File: config.mk
export PLATFORM = sky130hd
export DESIGN_NAME = itab_ram
export DESIGN_NICKNAME = d
export VERILOG_FILES = /design/src/design/itab_ram.sv
export SDC_FILE = /design/constraint.sdc
export NUM_CORES = 1
export LEC_CHECK = 0
export ABC_AREA = 1
export ABC_CLOCK_PERIOD_IN_PS = 1850
export BUFFER_PORTS_ARGS = -buffer_cell sky130_fd_sc_hd__buf_2
export CAP_MARGIN = 20
export CORE_MARGIN = 2
export CORE_UTILIZATION = 40
export DETAILED_ROUTE_END_ITERATION = 8
export MAX_ROUTING_LAYER = met4
export PLACE_DENSITY = 0.67
export SYNTH_ARGS = -nofsm -noshare
export SYNTH_HDL_FRONTEND = slang
export SYNTH_SLANG_ARGS = --single-unit
File: constraint.sdc
create_clock -name clk -period 1.85 [get_ports clk]
set_input_delay 0.185 -clock clk [delete_from_list [all_inputs] [get_ports clk]]
set_output_delay 0.185 -clock clk [all_outputs]
set_load 0.05 [all_outputs]
File: src/design/itab_ram.sv
// ============================================================================
// itab_ram: generic simple dual-port RAM
// One write port and one read port, read data registered.
// ============================================================================
module itab_ram #(
    parameter int WIDTH = 8,
    parameter int DEPTH = 64,
    localparam int AW = (DEPTH > 1) ? $clog2(DEPTH) : 1
) (
    input  logic             clk,
    input  logic             we,
    input  logic [AW-1:0]    waddr,
    input  logic [WIDTH-1:0] wdata,
    input  logic [AW-1:0]    raddr,
    output logic [WIDTH-1:0] rdata
);

    logic [WIDTH-1:0] mem [DEPTH];

    // Write and registered read
    always_ff @(posedge clk)
    begin
        if (we)
        begin
            mem[waddr] <= wdata;
        end
        rdata <= mem[raddr];
    end

endmodule

# Yosys cells after proc, flatten, opt, wreduce, memory -nomap -nowiden
# Memories as Yosys holds them, arrays and structs flattened. A register that Yosys moved wholly into a read port is not among the register bits.
# Cells that the tools add are included.
classes:
  muxes: 2
ops:
  columns: ["operator", "count"]
  rows:
  - ["$mux 1", 2]
totals:
  mem_count: 1
  input_bits: 22
  wordCells: 3
  out_inout_bits: 8
  reg_bits: 0
  ram_bits: 512
memory_table:
  columns: ["name", "depth", "word_bits", "rd", "rd_ports_with_merged_regs", "write_ports", "line", "source"]
  rows:
  - ["mem", 64, 8, 1, 1, 1, "18", "logic [WIDTH-1:0] mem [DEPTH];"]

# Longest topological paths before layout
logic_depth:
  word_depth: 2
  depth_mapped: 12
  mapped_depth_nobuf: 9

# Worst setup path before layout
# Ideal clock, no wire load.
synth_timing:
  kind: "input to register"
  start: "in we"
  end: "mem mem[48][0] (enable)"
  n_path_buf: 1
  setup_time_ns: 0.395
  stages: 3
  setup_slack_ns: -0.101
  arrival_time_ns: 1.556
  required_time_ns: 1.455
  cell_sequence: "clkbuf_1 nand4_1 nor4_1"
synth_via:
  elab_chain_cells: 2
synth_rtl:
  columns: ["element", "line", "source"]
  rows:
  - ["start, declared", "11", "input logic we,"]
  - ["$mux 1", "23", "if (we)"]
  - ["$mux 1 (implied by the code)", "25", "mem[waddr] <= wdata;"]
  - ["end, declared", "18", null]
# No other way between the ends.

# Worst setup path after layout
layout_timing:
  start: "reg rdata[3] (read register of mem)"
  end: "out rdata[3]"
layout_lines:
  columns: ["element", "line", "source"]
  rows:
  - ["start, declared", "15", "output logic [WIDTH-1:0] rdata"]
# No word-level cell between the ends.

==> qor.yml <==
status: "finished clean"
numClockSinks: 520
ir_drop_v: 0.0006632
maxCapViolations: 0
synth_nets: 1827
dieArea_um2: 55210
core-area_um2: 52660
grt_pass1_wl_um: 82140
final_core_util: 0.4620
min_period_ps: 1557
seq_area_um2: 15530
fp.dieH_um: 235.0
cts_tree: "yes"
drive_gt1_frac: 0.1139
fillers: 4615
dp.cells: 2527
seq_power_share: 0.528
multi_input_area_um2: 4946
final_antenna_net_count: 0
gr-total-overflow: 0
synth.area.top_cells: "edfxtp_1 (72%), nand2_1 (11%), nand3_1 (10%)"
crit_cells: 1
tightest_slew_ps: 844.9
layout_commonest_cell: "nand2_1"
ys_seq_area_frac: 0.7280
min_path_type: "input pin to flop"
p_int_uw: 19250
path_buf_inv: 1
io_buffer_count: 29
reg2reg_depth: 8
yosys_warnings: 0
n_antenna_cell: 0
clk_pin_slew_ps: 60
p_switching_uw: 5541
cts_root_buf: "clkbuf_16"
critPathArrivalTime_ps: 1370
cp-end-kind: "output pin"
required_ps: 1660
grt_max_degree: 97
nNetsFinal: 1914
p_per_area_nw_per_um2: 1019
hpwl_um: 30800
clockBufferDepth: 3
drtPass1Iterations: 6
setup_viol: 0
power_frac_comb: 0.067
switching_share: 0.2235
clock_latency_ps: 600
synth.distinct_cells: 16
syn_inst: 1805
wl_per_cell_um: 20.16
netlist.area_leader.share: 0.7205
setup_tns_ps: 0
final_hold_viol_count: 0
fp.dieW_um: 235.0
crit_path_start_kind: "flop"
htree_levels: 2
timing.final.crit_share: 0.8414
pin_count: 30
grt_pass1_vias: 13700
gp_congestion: 0.8823
num_vias: 14130
cp_top_family: "flip-flops"
finalMaxSlewViolations: 0
cp_cell_sequence: "buf_2"
ys_ff_latch: 520
clockPowerShare: 0.405
syn_to_final_growth_pct: 14.00
avgSynthCellArea_um2: 11.82
leakagePower_uw: 0.008862
postCtsResizedCells: 0
rsz0062_at_grt: "false"
initial_core_util: 0.4053
drt-total-wl_um: 52810
grt_antenna_before_repair: 1
clock-skew-final_ps: 16.56
cp_max_fo: 1
drt-initial-drc-count: 1655
critical_path_class: "flop to output pin"
synth_area_um2: 21340
crit_slowest_cell: "dfxtp_1"
final_cell_mix: "nand2_1 (648), edfxtp_1 (512), nand3_1 (439)"
numCtsBuffers: 50
rows: 84
worst_slack_ps: 293.4
cpPeakStageDelay_ps: 460
min_path_cells: 4
synth_top_area_cell: "edfxtp_1"
fmax_mhz: 642.4
grt_usage: 0.1965
via_per_inst: 5.394
slew-limit-headroom: 0.4367
dp_slack_ps: 136.9
drc: 0
fin_cells: 2619
[cell families (layout without fill, tap and decap cells)]
| group | count (synthesis) | in the layout | synth area share |
|---|---|---|---|
| DFF | 520 | 520 | 0.7280 |
| buffers and inverters | 125 | 251 | 0.04022 |
| and+or+nand+nor | 1160 | 1160 | 0.2318 |
[layer usage]
| metal | GRT usage | share of wire | wire (µm) | up-vias |
|---|---|---|---|---|
| met5 | - | 0 | 0 | - |
| met4 | 0.07020 | 0.030 | 1596 | 0 |
| met3 | 0.02585 | 0.072 | 3822 | 112 |
| met2 | 0.2949 | 0.46 | 24510 | 630 |
| met1 | 0.2753 | 0.43 | 22880 | 6867 |
| li1 | - | - | - | 6518 |
[path summary, 6_finish.rpt]
check                                           from                to  slack [ps]
worst max register to register  mem[17][1]$_DFFE_PP_  rdata[1]$_DFF_P_         470
worst min register to register   mem[6][4]$_DFFE_PP_  rdata[4]$_DFF_P_         810
worst min-delay path                        raddr[4]  rdata[3]$_DFF_P_          40
worst max-delay path                rdata[3]$_DFF_P_          rdata[3]         290
[power groups by stage]
stage	Combinational (µW)	Sequential, µW	Clock [µW]
2_1_floorplan	916	13400	0
5_1_grt	1810	13100	10600
3_5_place_dp	1650	13300	0
4_1_cts	1660	13100	10100
6_report	1660	13100	10000
3_3_place_gp	1630	13300	0
[synth_stat cells]
| cell | instances |
|---|---|
| buf_1 | 10 |
| buf_2 | 37 |
| buf_4 | 14 |
| buf_6 | 35 |
| buf_8 | 2 |
| clkbuf_1 | 15 |
| dfxtp_1 | 8 |
| edfxtp_1 | 512 |
| inv_1 | 10 |
| inv_2 | 1 |
| inv_6 | 1 |
| nand2_1 | 648 |
| nand3_1 | 439 |
| nand4_1 | 9 |
| nor2_1 | 56 |
| nor4_1 | 8 |
[metrics by stage]
| stage | cell area, µm² | total power [µW] | hold slack [ps] |
|---|---|---|---|
| 3_3_place_gp | 22720 | 14960 | 567.7 |
| 3_5_place_dp | 22720 | 14990 | 571.1 |
| 6_report | 24330 | 24790 | 39.38 |
| 5_1_grt | 24330 | 25530 | 66.07 |
| 2_1_floorplan | 21340 | 14310 | 283.9 |
| 4_1_cts | 24330 | 24900 | 8.158 |
[registers in the layout, summed over array words and instances, names as in the netlist]
register and count:
mem 512, rdata 8
[what timing repair did]
item	4_1_cts	5_1_grt
endpoints found under the hold margin	8	0
hold buffers	1	0
buffers inserted	0	0
[final cells by class]
type,instances,share of cell area
flip-flops and latches,520,0.6386
multi-input cells,1160,0.2033
clock buffers,67,0.05658
repair buffers,148,0.05498
well taps,688,0.03539
clock inverters,24,0.008950
inverters,12,0.002160
No activity file was read; power rests on OpenSTA's default activity.
