**config.mk**
```make
export PLATFORM = sky130hd
export DESIGN_NAME = itab_match
export DESIGN_NICKNAME = d
export VERILOG_FILES = /design/src/design/itab_pkg.sv /design/src/design/itab_match.sv
export SDC_FILE = /design/constraint.sdc
export NUM_CORES = 1
export LEC_CHECK = 0
export ABC_CLOCK_PERIOD_IN_PS = 900
export BUFFER_PORTS_ARGS = -buffer_cell sky130_fd_sc_hd__buf_2
export CORE_AREA = 2 2 39 41
export DETAILED_ROUTE_END_ITERATION = 8
export DIE_AREA = 0 0 41 43
export PLACE_DENSITY = 0.3
export SYNTH_ARGS = -nofsm -noshare
export SYNTH_HDL_FRONTEND = slang
export SYNTH_SLANG_ARGS = --single-unit
```
**constraint.sdc**
```tcl
create_clock -name vclk -period 0.9
set_input_delay 0.18 -clock vclk [all_inputs]
set_output_delay 0.18 -clock vclk [all_outputs]
set_load 0.005 [all_outputs]
```
**src/design/itab_pkg.sv**
```systemverilog
// ============================================================================
// itab_pkg: shared types and codes of the node table engine
// Operation codes, node kinds, directory entry layout and the control
// bundle handed to the shared compare unit.
// ============================================================================
package itab_pkg;

    // Operation codes
    localparam logic [2:0] OP_CREATE    = 3'd0;
    localparam logic [2:0] OP_DELETE    = 3'd1;
    localparam logic [2:0] OP_GET       = 3'd2;
    localparam logic [2:0] OP_ADD_ENT   = 3'd3;
    localparam logic [2:0] OP_RESET_ENT = 3'd4;

    // Node kinds
    localparam logic [1:0] KIND_FREE = 2'd0;
    localparam logic [1:0] KIND_FILE = 2'd1;
    localparam logic [1:0] KIND_DIR  = 2'd2;

    // Result status
    localparam logic STATUS_OK   = 1'b0;
    localparam logic STATUS_FAIL = 1'b1;

    // Directory entry: valid bit on top of a child slot number
    localparam int ENT_BITS  = 7;
    localparam int ENT_VALID = 6;

    // What the compare unit looks for in the word read back
    typedef enum logic [1:0] {
        MODE_FREE_SLOT = 2'd0,
        MODE_FREE_ENT  = 2'd1,
        MODE_CHILD_ENT = 2'd2
    } match_mode_t;

    typedef struct packed {
        match_mode_t mode;
        logic [5:0]  child;
    } match_ctl_t;

endpackage

```
**src/design/itab_match.sv**
```systemverilog
// ============================================================================
// itab_match: shared compare unit
// Tests one word read back from either table against the current search:
// a free slot, a free directory entry, or a valid entry naming a child.
// ============================================================================
module itab_match (
    input  itab_pkg::match_ctl_t             ctl,
    input  logic [1:0]                       kind_data,
    input  logic [itab_pkg::ENT_BITS-1:0]    ent_data,
    output logic                             hit
);

    // Compare the word against the search target
    always_comb
    begin
        case (ctl.mode)
            itab_pkg::MODE_FREE_SLOT: hit = (kind_data == itab_pkg::KIND_FREE);
            itab_pkg::MODE_FREE_ENT:  hit = !ent_data[itab_pkg::ENT_VALID];
            itab_pkg::MODE_CHILD_ENT: hit = ent_data[itab_pkg::ENT_VALID]
                                            && (ent_data[5:0] == ctl.child);
            default:                  hit = 1'b0;
        endcase
    end

endmodule

```
# After elaboration in Yosys (flattened, before gate mapping)
# Cells that the tools add are included.
# word_totals
reg_bits,0
latch_bits,0
ramBits,0
rom_bits,0
in_bits,17
output_inout_bits,1
word_cells,8
memories,0
# classes
n_addsub,0
mul,0
n_div,0
n_lt_le_gt_ge,0
eq_ne,3
shifts,0
muxes,1
n_bitwise,0
reduce_logical,4
# ops
cell,n
equality test 6 bit,1
zero test 2 bit,2
one-hot mux 1 bit (3 select lines),1
equality test 2 x 1 -> 1 bit (second input constant),1
equality test 2 bit (second input constant),1
logical AND 1 bit,1
zero test 1 bit,1

# Depth between registers and ports, before layout
# logic_depth
depth_word,3
ltp_mapped,3
ltp_nobuf,3

# Worst setup path before layout
# Ideal clock, no wire load.
# synth_timing
path_kind,in2out
start,in ctl[6] (netlist name)
end,out hit
arrival_time_ns,0.615
required_ns,0.720
path_slack_ns,0.105
cell_stages,3
path_buffers,0
path_cell_list,and3b_1 -> nand4_1 -> o22ai_1
# synth_via
elab_chain_len,2
elab_cells_between_ends,4
cone_classes,eq/ne: 2; mux: 1; reduce/logical: 1
# synth_rtl
item,line,source
"start, declared",itab_match.sv:7,"input itab_pkg::match_ctl_t ctl,"
"equality test 2 bit, or another cell as far along",itab_match.sv:16,case (ctl.mode)
one-hot mux 1 bit (3 select lines) *,itab_match.sv:16,
"end, declared",itab_match.sv:10,output logic hit
# Every way passes the cells marked *; elsewhere a longest branch is shown, timed or not.

# Worst setup path in the final report
# Ends and elaborated chain as after synthesis.

==> run_results.csv <==
group,metric,value,unit
finish,diodes,0,
floorplan,ios,18,
timing,setup_viol,1,
finish,n_sequential_cell,0,
power,vdd.ir_drop.worst,0.000110,V
finish,drive_above_1_share,64.5,%
worst_setup_path,critPathLaunchType,"input port",
finish,fin_area,230,sq um
timing,tightest_slew,0.146,ns
detailed_routing,drtIter0Drc,0,
finish,num-nets-final,50,
outcome,status,"finished with violations",
grt,gr-usage-all-layers,4.20,%
power,power,0.0926,mW
detailed_routing,route.detailed.drc,0,
power,p_leak,0.117,nW
grt,grt_pass1_vias,157,
detailed_routing,antenna_left,0,
finish,ff_latch_area,0,sq um
grt,grt_max_degree,4,
detailed_routing,wl_per_cell,7.62,um
worst_setup_path,slowest_stage,"and3b_1",
cts,cts_hold_buf,0,
timing,fin_crit,1.01,ns
placed_design,numPlacedInstances,47,
synthesis,synth.distinct_cells,9,
worst_setup_path,worstPathCellList,"buf_6 -> and3b_1 -> nand4_1 -> o22ai_1 -> buf_2",
finish,multiInputGateArea,104,sq um
placed_design,placedInstanceArea,218,sq um
finish,syn_to_final_growth,114,%
worst_setup_path,slowest_delay,0.20,ns
floorplan,rows,14,
placed_design,gp_congestion,0.609,
floorplan,core-area,1380,sq um
synthesis,synth_cells,13,
min_path,min_path_type,"in -> out",
floorplan,die_x,41,um
finish,nFillCells,154,
detailed_routing,drt_pre_antenna_iters,1,
synthesis,syn_area,108,sq um
grt,grt_pass1_wl,531,um
timing,drv_slew,0,
outcome,violations,"setup timing",
synthesis,yosysSeqAreaShare,0,%
worst_setup_path,worstPathMaxFanout,3,
synthesis,synth_warnings,0,
timing,max_slew_margin,90.2,%
worst_setup_path,required,0.72,ns
finish,n_clock_buffer,0,
synthesis,syn-num-nets,30,
job,drv_cap,0,
detailed_routing,vias_per_cell,3.51,
worst_setup_path,cp.arrival,0.83,ns
grt,grt_antenna_before_repair,0,
detailed_routing,vias,165,
floorplan,initial_utilization,7.78,%
timing,hold_viol,0,
detailed_routing,wl,358,um
worst_setup_path,path_class,"in -> out",
timing,max_freq,988,MHz
worst_setup_path,crit_family,"simple AND/OR/NAND/NOR gates",
grt,overflow,0,
floorplan,die_area,1760,sq um
finish,fin_cells,47,
synthesis,syn_avg_cell_area,8.28,sq um
timing,rsz0062_at_grt,"yes",
timing,period_share,112,%
floorplan,die_h,43,um
power,cellPowerDensity,402,nW/um^2
worst_setup_path,crit_buf_inv,2,
worst_setup_path,critPathCaptureType,"output pin",
timing,setup_slack,-0.112,ns
cts,cts_setup_buffers,0,
placed_design,io_buffers,18,
[synthesized netlist by cell type, drive strengths merged]
| cell | number | area (sq um) |
|---|---|---|
| a21oi | 1 | 5.00 |
| and3b | 1 | 8.76 |
| inv | 1 | 3.75 |
| nand3 | 1 | 5.00 |
| nand4 | 1 | 6.26 |
| nor3 | 1 | 5.00 |
| o22ai | 1 | 6.26 |
| xnor2 | 6 | 67.6 |
[power by group]
group / internal [mW] / leakage (nW) / switching, mW
logic: 0.0616 / 0.117 / 0.0310
registers: 0 / 0 / 0
clock network: 0 / 0 / 0
[logic make-up (layout without fill, tap and decap cells)]
family	Yosys count	count (layout)	synth area share (%)
buffers and inverters	1	19	3.49
AO/OA/AOI/OAI	2	2	10.5
AND/OR/NAND/NOR	4	4	23.3
XOR/XNOR	6	6	62.8
[worst min-delay path, cell delays in order]
cell and delay (ns):
buf_2 0.08, o22ai_1 0.05, buf_2 0.12
[what timing repair did]
| action | in CTS | in global routing |
|---|---|---|
| cloned | 0 | 0 |
| pin swaps | 2 | 1 |
| gates resized for setup | 1 | 1 |
| endpoints found under the setup margin | 1 | 1 |
[cells in the final DEF (no fill, tap or decap)]
cell type,Yosys,layout
o22ai_1,1,1
and3b_1,1,1
buf_6,0,2
nand3_1,1,1
buf_2,0,16
a21oi_1,1,1
xnor2_2,2,2
inv_1,1,1
nand4_1,1,1
xnor2_1,4,4
nor3_1,1,1
[routing by layer]
layer	up-vias	share of wire, %	global-route usage (%)
met5	-	0	0
met4	0	0	0
met3	0	17	0
met2	18	55	9.06
met1	65	28	4.11
li1	82	-	-
[final cells by class]
type,count,share of cell area (%)
multi-input combinational,12,45.1
timing repair buffer,18,44.6
tap,16,8.70
inverter,1,1.63
[through the flow]
stage / util, % / worst slack [ns] / hold WS (ns) / TNS, ns
3_5_place_dp: 15.7 / -0.160 / 0.624 / -0.160
2_1_floorplan: - / 0.105 / 0.413 / 0
3_3_place_gp: 15.7 / -0.163 / 0.635 / -0.163
6_report: 16.6 / -0.112 / 0.619 / -0.112
4_1_cts: 16.2 / -0.143 / 0.626 / -0.143
5_1_grt: 16.6 / -0.144 / 0.650 / -0.144
[final timing paths]
check	from	end	slack [ns]	depth (start not counted)
max	ctl[6]	hit	-0.11	5
min	ctl[7]	hit	0.62	3
Note: power is estimated with default switching activity, not from simulation.
